File: src/rtl/tcpq_pkg.sv
// Shared types, codes and sizing constants for the three-class priority queue.
`default_nettype none

package tcpq_pkg;

	// Sizing
	localparam int CLASS_DEPTH = 16;
	localparam int NUM_CLASSES = 3;
	localparam int FIELD_W     = 27;
	localparam int PTR_W       = (CLASS_DEPTH > 1) ? $clog2(CLASS_DEPTH) : 1;
	localparam int CNT_W       = $clog2(CLASS_DEPTH + 1);
	localparam int STORE_DEPTH = NUM_CLASSES * CLASS_DEPTH;
	localparam int ADDR_W      = (STORE_DEPTH > 1) ? $clog2(STORE_DEPTH) : 1;
	localparam int TOT_W       = $clog2(STORE_DEPTH + 1);
	localparam int WORD_W      = 2 * FIELD_W;
	localparam int CFG_IDX_W   = 2;

	// Register reset values
	localparam logic [FIELD_W-1:0] CUR_DATE_RST = FIELD_W'(20250502);
	localparam logic [FIELD_W-1:0] SENIOR_RST   = FIELD_W'(800000);
	localparam logic [FIELD_W-1:0] JUNIOR_RST   = FIELD_W'(100000);

	// Configuration register indexes
	localparam logic [CFG_IDX_W-1:0] CFG_CUR_DATE = 2'd0;
	localparam logic [CFG_IDX_W-1:0] CFG_SENIOR   = 2'd1;
	localparam logic [CFG_IDX_W-1:0] CFG_JUNIOR   = 2'd2;

	// Request codes
	localparam logic [1:0] REQ_INSERT   = 2'd0;
	localparam logic [1:0] REQ_POP_HEAD = 2'd1;
	localparam logic [1:0] REQ_POP_TAIL = 2'd2;
	localparam logic [1:0] REQ_CLEAR    = 2'd3;

	// Status codes
	localparam logic [1:0] ST_DONE  = 2'd0;
	localparam logic [1:0] ST_FULL  = 2'd1;
	localparam logic [1:0] ST_EMPTY = 2'd2;

	// Class codes
	localparam logic [1:0] CLS_SENIOR = 2'd0;
	localparam logic [1:0] CLS_JUNIOR = 2'd1;
	localparam logic [1:0] CLS_OTHER  = 2'd2;

	// Controller states
	typedef enum logic [1:0] {
		ST_IDLE,
		ST_EXEC,
		ST_RESP
	} ctl_state_t;

	// Controller to datapath commands
	typedef struct packed {
		logic load;   // capture the request fields
		logic exec;   // classify, update pointers, access the store
	} tcpq_cmd_t;

endpackage

`default_nettype wire

File: src/rtl/tcpq_ctrl.sv
// Sequencing controller: accept, execute, respond.
`default_nettype none

module tcpq_ctrl (
	input  wire                logic clk,
	input  wire                logic arst_n,
	input  wire                logic start,
	output tcpq_pkg::tcpq_cmd_t      cmd,
	output logic                     busy,
	output logic                     done
);

	tcpq_pkg::ctl_state_t state_q, state_nxt;

	// State register
	always_ff @(posedge clk or negedge arst_n) begin
		if (!arst_n) begin
			state_q <= tcpq_pkg::ST_IDLE;
		end else begin
			state_q <= state_nxt;
		end
	end

	// Next state and commands
	always_comb begin
		state_nxt = state_q;
		cmd       = '0;
		busy      = 1'b1;
		done      = 1'b0;
		case (state_q)
			tcpq_pkg::ST_IDLE: begin
				busy = 1'b0;
				if (start) begin
					cmd.load  = 1'b1;
					state_nxt = tcpq_pkg::ST_EXEC;
				end
			end
			tcpq_pkg::ST_EXEC: begin
				cmd.exec  = 1'b1;
				state_nxt = tcpq_pkg::ST_RESP;
			end
			tcpq_pkg::ST_RESP: begin
				done      = 1'b1;
				state_nxt = tcpq_pkg::ST_IDLE;
			end
			default: begin
				state_nxt = tcpq_pkg::ST_IDLE;
			end
		endcase
	end

	// Result strobe lasts one cycle and is always followed by idle
	a_done_single: assert property (@(posedge clk) disable iff (!arst_n)
		done |=> (!done && !busy))
		else $error("result strobe not followed by idle");

	// Execute is always followed by the response cycle
	a_exec_resp: assert property (@(posedge clk) disable iff (!arst_n)
		cmd.exec |=> done)
		else $error("execute not followed by response");

	// A captured transaction is executed in the next cycle
	a_load_exec: assert property (@(posedge clk) disable iff (!arst_n)
		cmd.load |=> cmd.exec)
		else $error("capture not followed by execute");

endmodule

`default_nettype wire

File: src/rtl/tcpq_datapath.sv
// Datapath: configuration registers, class pointers, entry store and result registers.
`default_nettype none

module tcpq_datapath (
	input  wire logic                                 clk,
	input  wire logic                                 arst_n,
	input  wire tcpq_pkg::tcpq_cmd_t                  cmd,
	input  wire logic                                 cfg_we,
	input  wire logic [tcpq_pkg::CFG_IDX_W-1:0]       cfg_addr,
	input  wire logic [tcpq_pkg::FIELD_W-1:0]         cfg_wdata,
	input  wire logic [1:0]                           req_type,
	input  wire logic [tcpq_pkg::FIELD_W-1:0]         entry_date,
	input  wire logic [tcpq_pkg::FIELD_W-1:0]         entry_code,
	output logic [1:0]                                status,
	output logic [tcpq_pkg::FIELD_W-1:0]              out_date,
	output logic [tcpq_pkg::FIELD_W-1:0]              out_code,
	output logic [1:0]                                out_class,
	output logic [5:0]                                entry_count,
	output logic                                      queue_empty
);

	localparam int FW = tcpq_pkg::FIELD_W;
	localparam int PW = tcpq_pkg::PTR_W;
	localparam int CW = tcpq_pkg::CNT_W;
	localparam int AW = tcpq_pkg::ADDR_W;
	localparam int TW = tcpq_pkg::TOT_W;
	localparam int NC = tcpq_pkg::NUM_CLASSES;

	// Configuration registers
	logic [FW-1:0] cur_date_q, senior_q, junior_q;

	always_ff @(posedge clk or negedge arst_n) begin
		if (!arst_n) begin
			cur_date_q <= tcpq_pkg::CUR_DATE_RST;
			senior_q   <= tcpq_pkg::SENIOR_RST;
			junior_q   <= tcpq_pkg::JUNIOR_RST;
		end else if (cfg_we) begin
			case (cfg_addr)
				tcpq_pkg::CFG_CUR_DATE: cur_date_q <= cfg_wdata;
				tcpq_pkg::CFG_SENIOR:   senior_q   <= cfg_wdata;
				tcpq_pkg::CFG_JUNIOR:   junior_q   <= cfg_wdata;
				default: ;
			endcase
		end
	end

	// Captured request
	logic [1:0]    req_q;
	logic [FW-1:0] date_q, code_q;

	always_ff @(posedge clk) begin
		if (cmd.load) begin
			req_q  <= req_type;
			date_q <= entry_date;
			code_q <= entry_code;
		end
	end

	// Per-class FIFO pointers and counts
	logic [PW-1:0] head_q [NC];
	logic [PW-1:0] tail_q [NC];
	logic [CW-1:0] count_q [NC];

	// Age classification (signed difference, 28 bits)
	logic signed [FW:0] age, senior_s, junior_s;
	logic               senior_hit, junior_hit;
	logic [1:0]         ins_cls;

	always_comb begin
		age        = $signed({1'b0, cur_date_q}) - $signed({1'b0, date_q});
		senior_s   = $signed({1'b0, senior_q});
		junior_s   = $signed({1'b0, junior_q});
		senior_hit = age > senior_s;
		junior_hit = age < junior_s;
		if (senior_hit) begin
			ins_cls = tcpq_pkg::CLS_SENIOR;
		end else if (junior_hit) begin
			ins_cls = tcpq_pkg::CLS_JUNIOR;
		end else begin
			ins_cls = tcpq_pkg::CLS_OTHER;
		end
	end

	// Class selection for inserts and pops
	logic       ne0, ne1, ne2, found;
	logic [1:0] head_cls, tail_cls, cls_sel;

	always_comb begin
		ne0   = count_q[0] != '0;
		ne1   = count_q[1] != '0;
		ne2   = count_q[2] != '0;
		found = ne0 | ne1 | ne2;
		head_cls = ne0 ? tcpq_pkg::CLS_SENIOR :
		           ne1 ? tcpq_pkg::CLS_JUNIOR : tcpq_pkg::CLS_OTHER;
		tail_cls = ne2 ? tcpq_pkg::CLS_OTHER :
		           ne1 ? tcpq_pkg::CLS_JUNIOR : tcpq_pkg::CLS_SENIOR;
		case (req_q)
			tcpq_pkg::REQ_INSERT:   cls_sel = ins_cls;
			tcpq_pkg::REQ_POP_HEAD: cls_sel = head_cls;
			default:                cls_sel = tail_cls;
		endcase
	end

	// Slot and store address
	logic [PW-1:0] sel_head, sel_tail, head_nxt, tail_nxt, tail_prev, slot;
	logic [CW-1:0] sel_count;
	logic          is_insert, is_pop, is_clear, full, do_write, do_read;
	logic [AW-1:0] addr;

	always_comb begin
		sel_head  = head_q[cls_sel];
		sel_tail  = tail_q[cls_sel];
		sel_count = count_q[cls_sel];
		head_nxt  = (sel_head == PW'(tcpq_pkg::CLASS_DEPTH - 1)) ? '0 : sel_head + PW'(1);
		tail_nxt  = (sel_tail == PW'(tcpq_pkg::CLASS_DEPTH - 1)) ? '0 : sel_tail + PW'(1);
		tail_prev = (sel_tail == '0) ? PW'(tcpq_pkg::CLASS_DEPTH - 1) : sel_tail - PW'(1);
		is_insert = req_q == tcpq_pkg::REQ_INSERT;
		is_clear  = req_q == tcpq_pkg::REQ_CLEAR;
		is_pop    = !is_insert && !is_clear;
		full      = sel_count == CW'(tcpq_pkg::CLASS_DEPTH);
		do_write  = cmd.exec && is_insert && !full;
		do_read   = cmd.exec && is_pop && found;
		case (req_q)
			tcpq_pkg::REQ_INSERT:   slot = sel_tail;
			tcpq_pkg::REQ_POP_HEAD: slot = sel_head;
			default:                slot = tail_prev;
		endcase
		addr = AW'(cls_sel) * AW'(tcpq_pkg::CLASS_DEPTH) + AW'(slot);
	end

	// Pointer and count update
	always_ff @(posedge clk or negedge arst_n) begin
		if (!arst_n) begin
			for (int c = 0; c < NC; c++) begin
				head_q[c]  <= '0;
				tail_q[c]  <= '0;
				count_q[c] <= '0;
			end
		end else if (cmd.exec) begin
			for (int c = 0; c < NC; c++) begin
				if (is_clear) begin
					head_q[c]  <= '0;
					tail_q[c]  <= '0;
					count_q[c] <= '0;
				end else if (cls_sel == 2'(c)) begin
					if (do_write) begin
						tail_q[c]  <= tail_nxt;
						count_q[c] <= count_q[c] + CW'(1);
					end else if (do_read) begin
						if (req_q == tcpq_pkg::REQ_POP_HEAD) begin
							head_q[c] <= head_nxt;
						end else begin
							tail_q[c] <= tail_prev;
						end
						count_q[c] <= count_q[c] - CW'(1);
					end
				end
			end
		end
	end

	// Entry store: {date, code}, registered read
	logic [tcpq_pkg::WORD_W-1:0] store [tcpq_pkg::STORE_DEPTH];
	logic [tcpq_pkg::WORD_W-1:0] rdata_q;

	always_ff @(posedge clk) begin
		if (do_write) begin
			store[addr] <= {date_q, code_q};
		end
		if (do_read) begin
			rdata_q <= store[addr];
		end
	end

	// Result registers
	logic [1:0]    res_status_q, res_class_q;
	logic [FW-1:0] res_date_q, res_code_q;
	logic          use_rd_q;

	always_ff @(posedge clk) begin
		if (cmd.exec) begin
			use_rd_q     <= do_read;
			res_date_q   <= do_write ? date_q : '0;
			res_code_q   <= do_write ? code_q : '0;
			if (is_insert) begin
				res_status_q <= full ? tcpq_pkg::ST_FULL : tcpq_pkg::ST_DONE;
				res_class_q  <= ins_cls;
			end else if (is_pop) begin
				res_status_q <= found ? tcpq_pkg::ST_DONE : tcpq_pkg::ST_EMPTY;
				res_class_q  <= found ? cls_sel : tcpq_pkg::CLS_SENIOR;
			end else begin
				res_status_q <= tcpq_pkg::ST_DONE;
				res_class_q  <= tcpq_pkg::CLS_SENIOR;
			end
		end
	end

	// Occupancy after the step
	logic [TW-1:0] total;

	always_comb begin
		total = TW'(count_q[0]) + TW'(count_q[1]) + TW'(count_q[2]);
	end

	assign status      = res_status_q;
	assign out_class   = res_class_q;
	assign out_date    = use_rd_q ? rdata_q[tcpq_pkg::WORD_W-1:FW] : res_date_q;
	assign out_code    = use_rd_q ? rdata_q[FW-1:0] : res_code_q;
	assign entry_count = 6'(total);
	assign queue_empty = total == '0;

	// Store is never written and read in the same step
	a_no_rw: assert property (@(posedge clk) disable iff (!arst_n)
		!(do_write && do_read))
		else $error("store written and read in one step");

	// Clear leaves the queue empty
	a_clear_empty: assert property (@(posedge clk) disable iff (!arst_n)
		(cmd.exec && is_clear) |=> (total == '0))
		else $error("queue not empty after clear");

	// No class ever holds more than its depth
	a_count_bound: assert property (@(posedge clk) disable iff (!arst_n)
		(count_q[0] <= CW'(tcpq_pkg::CLASS_DEPTH)) &&
		(count_q[1] <= CW'(tcpq_pkg::CLASS_DEPTH)) &&
		(count_q[2] <= CW'(tcpq_pkg::CLASS_DEPTH)))
		else $error("class count above depth");

endmodule

`default_nettype wire

File: src/rtl/three_class_priority_queue.sv
// Top level of the three-class strict-priority queue.
//
//  channel   | handshake              | payload
//  ----------+------------------------+-------------------------------------------
//  request   | start, busy            | req_type, entry_date, entry_code
//  result    | done (1-cycle strobe)  | status, out_date, out_code, out_class,
//            |                        | entry_count, queue_empty
//  config    | cfg_we                 | cfg_addr, cfg_wdata
//
//  A transaction is accepted when start is high and busy is low. Each passes
//  through capture, execute (classify, pointer update, store access) and
//  respond; the single-port entry store and its registered read set this.
//  done is high for exactly one cycle and the receiver cannot stall it.
//  Reset clears the class pointers and counts and restores the configuration
//  registers; the entry store needs no clearing pass.
`default_nettype none

module three_class_priority_queue (
	input  wire logic                             clk,
	input  wire logic                             arst_n,
	input  wire logic                             start,
	output logic                                  busy,
	input  wire logic [1:0]                       req_type,
	input  wire logic [tcpq_pkg::FIELD_W-1:0]     entry_date,
	input  wire logic [tcpq_pkg::FIELD_W-1:0]     entry_code,
	output logic                                  done,
	output logic [1:0]                            status,
	output logic [tcpq_pkg::FIELD_W-1:0]          out_date,
	output logic [tcpq_pkg::FIELD_W-1:0]          out_code,
	output logic [1:0]                            out_class,
	output logic [5:0]                            entry_count,
	output logic                                  queue_empty,
	input  wire logic                             cfg_we,
	input  wire logic [tcpq_pkg::CFG_IDX_W-1:0]   cfg_addr,
	input  wire logic [tcpq_pkg::FIELD_W-1:0]     cfg_wdata
);

	tcpq_pkg::tcpq_cmd_t cmd;

	// Sequencer
	tcpq_ctrl u_ctrl (
		.clk    (clk),
		.arst_n (arst_n),
		.start  (start),
		.cmd    (cmd),
		.busy   (busy),
		.done   (done)
	);

	// Datapath
	tcpq_datapath u_dp (
		.clk         (clk),
		.arst_n      (arst_n),
		.cmd         (cmd),
		.cfg_we      (cfg_we),
		.cfg_addr    (cfg_addr),
		.cfg_wdata   (cfg_wdata),
		.req_type    (req_type),
		.entry_date  (entry_date),
		.entry_code  (entry_code),
		.status      (status),
		.out_date    (out_date),
		.out_code    (out_code),
		.out_class   (out_class),
		.entry_count (entry_count),
		.queue_empty (queue_empty)
	);

endmodule

`default_nettype wire

File: config.mk
export PLATFORM = sky130hd
export DESIGN_NAME = three_class_priority_queue
export DESIGN_NICKNAME = d
export VERILOG_FILES = /design/src/rtl/tcpq_pkg.sv /design/src/rtl/tcpq_ctrl.sv /design/src/rtl/tcpq_datapath.sv /design/src/rtl/three_class_priority_queue.sv
export SDC_FILE = /design/constraint.sdc
export NUM_CORES = 2
export LEC_CHECK = 0
export BUFFER_PORTS_ARGS = -buffer_cell sky130_fd_sc_hd__buf_4
export CAP_MARGIN = 25
export CORE_ASPECT_RATIO = 1.1
export CORE_UTILIZATION = 35
export CTS_BUF_LIST = sky130_fd_sc_hd__clkbuf_16
export DETAILED_ROUTE_END_ITERATION = 8
export PLACE_DENSITY_LB_ADDON = 0.25
export SYNTH_ARGS = -nofsm -noshare
export SYNTH_HDL_FRONTEND = slang
export SYNTH_HIERARCHICAL = 1
export SYNTH_SLANG_ARGS = --single-unit
File: constraint.sdc
create_clock -name clk -period 12.6 [get_ports clk]
set_input_delay 0 -clock clk [delete_from_list [all_inputs] [get_ports clk]]
set_output_delay 0 -clock clk [all_outputs]
set_load 0.02 [all_outputs]
# Word-level counts from Yosys, hierarchy flattened
# Memories as Yosys holds them, arrays and structs flattened. A register that Yosys moved wholly into a read port is not among the register bits.
# Index checks and enable logic that the tools add are counted.
# op_classes
muxes	68
order_cmp	3
bitwise_logic	3
eq_ne	14
reduce_logical	35
n_addsub	13
# op_table
cell	count
$mux 4	25
$mux 5	14
$mux 27	2
$gt 28x28->1	1
$lt 28x28->1	1
$sub 27x27->28	1
$mux 2	12
$bmux 4 s2	2
$add 5x1->5 const B	3
$reduce_and 5->1	3
$reduce_bool 5->1	3
$sub 5x1->5 const B	3
$reduce_and 4->1	3
$bmux 5 s2	1
$reduce_bool 2->1	5
$mux 1	9
$reduce_and 3->1	3
$add 4x1->4 const B	2
$eq 2x1->1 const B	4
$eq 2x2->1 const B	4
$eq 4x4->1 const B	2
$logic_not 2->1	4
$pmux 2 s2	2
$pmux 4 s2	1
other kinds (17)	26
# totals
elab_cells	158
out_inout_bits	67
mem_bits_rw	2592
ff_bits	237
memories	1
# memory_table
memory	depth	word_bits	rd	rd_ports_with_merged_regs	wr	line_no	text
u_dp.store	48	54	1	1	1	tcpq_datapath.sv:163	logic [tcpq_pkg::WORD_W-1:0] store [tcpq_pkg::STORE_DEPTH];

# Depth between registers and ports, before layout
# depth
depth_word	16
mapped_depth	46
mapped_depth_nobuf	41

# Modules after synthesis
# Netlist, hierarchy kept.
# by_module_without_submodules
mod	instances	cells_per_inst	area_per_inst_um2	seq_area_each_um2
tcpq_datapath	1	7780	114925.2	85946.2
tcpq_ctrl	1	9	97.6	50.0

# Worst setup path before layout
# No wires, ideal clock.
# synth_timing
path_type	reg-to-reg
start	register u_dp.date_q[0]
end	memory u_dp/store[11][0] in the netlist's numbering, enable pin
arrival_ps	10878
n_path_buf	4
stages_incl_launch_ff	43
setup_time_ps	466
required_ps	12134
setup_slack_ps	1255
path_cell_list	edfxtp_1 ha_1 inv_1 fa_1 a21o_1 a21oi_1 o21bai_1 a21oi_1 o21bai_1 a21oi_1 nor2b_1 o21a_1 o41ai_1 o2111ai_1 nand3_1 a31oi_1 o21ai_0 nand2b_1 [... 7 more ...] a21oi_4 a211oi_2 buf_4 a221o_1 inv_1 ha_1 nor2_1 nand3_1 a2bb2oi_1 nor2_1 nor4_1 nand2_1 buf_4 nor3_2 buf_2 buf_1 nand2_1 nor2_1
# synth_between
elab_chain_cells	14
elab_cells_between_ends	26
classes_between	add/sub (3); order compare (2); eq/ne (1); mux (16); bitwise (1); reduce/logical (3)
# synth_lines
element	line_no	text
start, declared	tcpq_datapath.sv:49	logic [FW-1:0] date_q, code_q;
start signal, assigned	tcpq_datapath.sv:54	date_q <= entry_date;
$sub 27x27->28 (*)	tcpq_datapath.sv:70	age = $signed({1'b0, cur_date_q}) - $signed({1'b0, date_q});
$lt 28x28->1	tcpq_datapath.sv:74	junior_hit = age < junior_s;
$mux 2	tcpq_datapath.sv:77	end else if (junior_hit) begin
$mux 2 (*)	tcpq_datapath.sv:75	if (senior_hit) begin
$pmux 2 s2 (*)	tcpq_datapath.sv:97	case (req_q)
branches (longest 9 deep; another with $add 6x4->6)	--	
end, declared	tcpq_datapath.sv:163	
# Every way passes the cells marked *. The select of a mux whose other input is x is not followed.

# Final worst setup path
# layout_timing
start	register u_dp.date_q[10]
end	register u_dp/rdata_q[30] in the netlist's numbering, read port of u_dp.store, data pin
# layout_between
elab_chain_cells	13
elab_cells_between_ends	18
classes_between	add/sub (3); order compare (2); mux (11); bitwise (1); reduce/logical (1)
# layout_lines
element	line_no	text
$sub 27x27->28 (*)	tcpq_datapath.sv:70	
$lt 28x28->1	tcpq_datapath.sv:74	
$mux 2	tcpq_datapath.sv:77	
$mux 2 (*)	tcpq_datapath.sv:75	
$pmux 2 s2 (*)	tcpq_datapath.sv:97	
$not 2->3 (not written as such)	tcpq_datapath.sv:111, tcpq_datapath.sv:112	
$bmux 4 s2	tcpq_datapath.sv:112	sel_tail = tail_q[cls_sel];
$mux 4 (not written as such) (2 in a row)	tcpq_datapath.sv:112	
$sub 4x1->4 / $logic_not 4->1 (equally long branches)	tcpq_datapath.sv:116	tail_prev = (sel_tail == '0) ? PW'(tcpq_pkg::CLASS_DEPTH - 1) : sel_tail - PW'(1);
$mux 4	tcpq_datapath.sv:116	
$pmux 4 s2	tcpq_datapath.sv:123	case (req_q)
$add 6x4->6 (*)	tcpq_datapath.sv:128	addr = AW'(cls_sel) * AW'(tcpq_pkg::CLASS_DEPTH) + AW'(slot);
end, declared	tcpq_datapath.sv:164	logic [tcpq_pkg::WORD_W-1:0] rdata_q;
# Every way passes the cells marked *; elsewhere a longest branch is shown, timed or not. The select of a mux whose other input is x is not followed.
# A chain may end at the register's enable or synchronous reset.

==> flow_results.org <==
** Setup path
- Slowest stage cell, crit path :: edfxtp_1
- R2r endpoint :: u_dp/rdata_q[30]
- The worst setup path is of the register to register kind.
- Most used cell, CP :: o21ai_0
- STA classifies the critical path startpoint as a register.
- Data required, critical path :: 13,330 ps
- The number of cells on the worst reg-to-reg path is 42.
- Endpoint class of the critical path :: register
- Maximum fanout count along the critical path :: 19
- In this design, the stage delay of the slowest critical-path cell is 880 ps.
- Arr. time, crit path :: 11,770 ps
- The startpoint identified for the worst register-to-register timing path is u_dp/date_q[10].
- The setup check on the worst reg-to-reg path leaves a slack of 1570 ps.

** Clocking
- Max Root-Sink Buffers :: 4
- Clock-pin slew was measured on the worst setup and hold paths at 60 ps.
- In this run the post-CTS setup repair buffer count came out at 0.
- CTS sink count :: 2,883
- In this run, post-CTS hold repair placed 173 buffers.
- Clk Latency, worst-skew pair :: 890 ps
- Library cell used as clock root buffer :: clkbuf_16
- TritonCTS built the clock tree.
- In this run, post-CTS repair resized a total of 0 instances.
- The number of clock buffers added by TritonCTS is 298.
- In this run the number of H-tree levels came out at 5.

** Floorplan
- Number of top-level pins :: 156
- The total area inside the core boundary comes to 0.3267 sq mm.
- Chip width :: 548.6 um
- The floorplan step defined a die boundary enclosing 0.3309 sq mm.
- In this run the vertical extent of the chip is 603.3 um.
- Starting density of the core :: 0.3520
- Cell row count :: 220

** Synthesis
- Mean post-synth cell area :: 14.77 sq um
- Synthesis Warnings :: 6
- After synthesis, the share of flip-flops with an asynchronous set or reset is 0.04232.
- Of the post-synthesis cell area, the dominant cell type holds 0.7208.
- When the netlist entered floorplanning its net count stood at 7,990.
- Synthesized-area fraction occupied by and/or/nand/nor cells :: 0.07841
- XOR/XNOR share of the synthesized area :: 0.002589
- Top cells by area, synth :: edfxtp_1 (72%), nand2_1 (4.2%), mux2_2 (2.4%)
- Synthesis-stage register bit count :: 2,883
- In the synthesized netlist, the number of instances is 7,789.
- By area, the combinational part of the netlist is dominated by compound AO/OA/AOI/OAI gates.
- Area of the mapped netlist :: 0.1150 sq mm
- The compound-cell area share of the yosys netlist came to 0.09887.
- The netlist uses 98 different library cells.
- Ys flop type :: edfxtp_1
- Part of the Yosys area used for sequential elements :: 0.7476
- Counting flops with a built-in enable in the synthesized netlist gives 2,761.
- The synthesized design spends more area on one cell type than any other, namely edfxtp_1.
- After synthesis, the share of cell area in mux cells is 0.03602.
- Post-synthesis share of cell area spent on full adders, half adders and majority gates :: 0.01284

** Cells and area
- Of the cells placed in the final design, the portion with a size suffix greater than 1 is 0.1537.
- The area growth from synthesis to layout is 17.55%.
- Final core utilization :: 0.4138
- The library cell used most frequently in the layout, excluding fill and tap cells, is edfxtp_1.
- After filler insertion, the fill cell instance count of the layout stands at 29,540.
- Highest-count cells in the layout ignoring fill and taps :: edfxtp_1 (2,761), nand2_1 (1,294), a21oi_1 (486), nand3_1 (437), buf_4 (390)
- Final Non-Filler Cells :: 12,840
- At the end of the flow, the number of nets in the layout was 8,487.

** STA
- Smallest hold slack :: 73.64 ps
- The worst pin sits at a relative slew slack of 0.2225.
- Final cycle utilization of the critical path :: 0.8757
- Setup violations remaining at the end of the flow were counted as 0.
- Endpoints failing hold :: 0
- At the pin with the least slew margin, the transition time is 1163 ps.
- Between clock sinks in the finished design, the worst skew comes to 58.75 ps.
- Clock period minus final worst setup slack :: 11,030 ps
- In the final timing run, aggregate negative setup slack is 0 ps.
- Max-slew violation count :: 0
- RSZ-0062 raised after global routing :: no
- For this run, the top clock speed supported by timing is 90.63 MHz.

** Min path
- The worst hold path begins at entry_date[3].
- Counting instances, the worst hold path has a depth of 2.
- Hold Path Sink :: u_dp/date_q[3]
- Type of the most critical hold path :: primary input to register

** Place
- Estimated wirelength of the detail-placed design :: 246.2 mm
- The count of buffers added on input and output ports is 155.
- Counting tap cells, the placed design contains a total of 12,140 instances.
- The congestion estimate from routability-driven global placement came to 0.8676.

** GRT
- The total overflow left after global routing is 0.
- In the global route stage, overall resource usage came out at 0.2576.
- The initial antenna violation count was 37.
- Maximum number of pins on one net before global-route repair :: 121
- The first global-routing pass estimated 597.4 mm of wire.
- The number of global-route vias before repair was 72,790.

** Detailed routing
- For this block, the routed nets add up to 437.4 mm of wire.
- For this block, the via count after detailed routing is 76,270.
- After detailed routing, the number of vias per cell comes to 5.941.
- The count of nets left with antenna violations once routing finished came out at 0.
- DRC Markers :: 0
- Number of DRC violations after detailed-routing iteration 0 :: 11,030
- In the final routed layout, each cell accounts on average for 34.08 um.
- Count of TritonRoute iterations in the first routing pass :: 8

** Flow run
- Max-cap violation count :: 0

** Outcome
- Run status :: finished clean
worst max path at each step:
stage | from | endpoint | slack (ps) | depth (start not counted)
3_5_place_dp | u_dp/date_q[10] | u_dp/rdata_q[25] | 1840 | 40
2_1_floorplan | u_dp/date_q[0] | u_dp/store[11][0] | 1260 | 42
4_1_cts | u_dp/date_q[10] | u_dp/rdata_q[25] | 1740 | 40
3_3_place_gp | u_dp/date_q[0] | u_dp/rdata_q[25] | 1620 | 42
5_1_grt | u_dp/date_q[10] | u_dp/rdata_q[25] | 1100 | 40
6_report | u_dp/date_q[10] | u_dp/rdata_q[30] | 1570 | 42
cells by family after synthesis:
family / after synthesis
AO/OA/AOI/OAI: 1684
XOR/XNOR: 34
adder cells (fa/ha/maj): 112
buffers and inverters: 606
flip-flops: 2883
multiplexers: 373
AND/OR/NAND/NOR: 2097
layer usage:
layer / routed length, um / GRT usage / vias to the layer above
li1: - / - / 31030
met1: 167800 / 0.3408 / 39480
met2: 203900 / 0.4154 / 4845
met3: 45420 / 0.04787 / 887
met4: 20170 / 0.1084 / 22
met5: 153 / 0 / -
registers in the layout, indices dropped and copies added (netlist names), 12 cells and up:
signal,flops
u_dp/rdata_q,54
u_dp/cur_date_q,27
u_dp/head_q,12
u_dp/junior_q,27
u_dp/tail_q,12
u_dp/date_q,27
u_dp/res_date_q,27
u_dp/count_q,15
u_dp/store,2592
u_dp/code_q,27
u_dp/res_code_q,27
u_dp/senior_q,27
layout make-up:
type,count,area (sq um),area share
well taps,4329,5416,0.04006
flip-flops and latches,2883,86000,0.6360
diodes,12,30.03,0.0002221
clock buffers,305,7632,0.05645
clock inverters,204,1558,0.01152
inverters,113,424.2,0.003137
multi-input cells,4300,26940,0.1992
repair buffers,690,7212,0.05334
cell usage after synthesis, types with 112 or more instances:
library cell,number
o21ai_0,233
nand2_1,1301
clkbuf_1,177
nor2_1,156
mux2_2,246
a22oi_1,159
a221oi_1,186
edfxtp_1,2761
buf_2,214
mux2i_1,118
a211oi_1,180
inv_1,112
a21oi_1,488
nand3_1,437
worst max-delay path, delay by kind of cell (launching register included):
| family | cells | cell delay [ps] |
|---|---|---|
| buffers and inverters | 6 | 1590 |
| AOI/OAI and AO/OA | 17 | 3880 |
| and+or+nand+nor | 15 | 3290 |
| adders and majority gates | 3 | 990 |
| DFF | 1 | 880 |
| xor gates and xnor gates | 1 | 160 |
through the flow:
step / setup WS, ps / area, sq um
2_1_floorplan: 1255 / 115000
3_5_place_dp: 1842 / 124200
5_1_grt: 1096 / 135200
6_report: 1566 / 135200
4_1_cts: 1742 / 135200
3_3_place_gp: 1615 / 124200
Power is left out: the tool's default activity adds up to more than one toggle a clock period on the data nets, which glitch-free logic cannot reach.
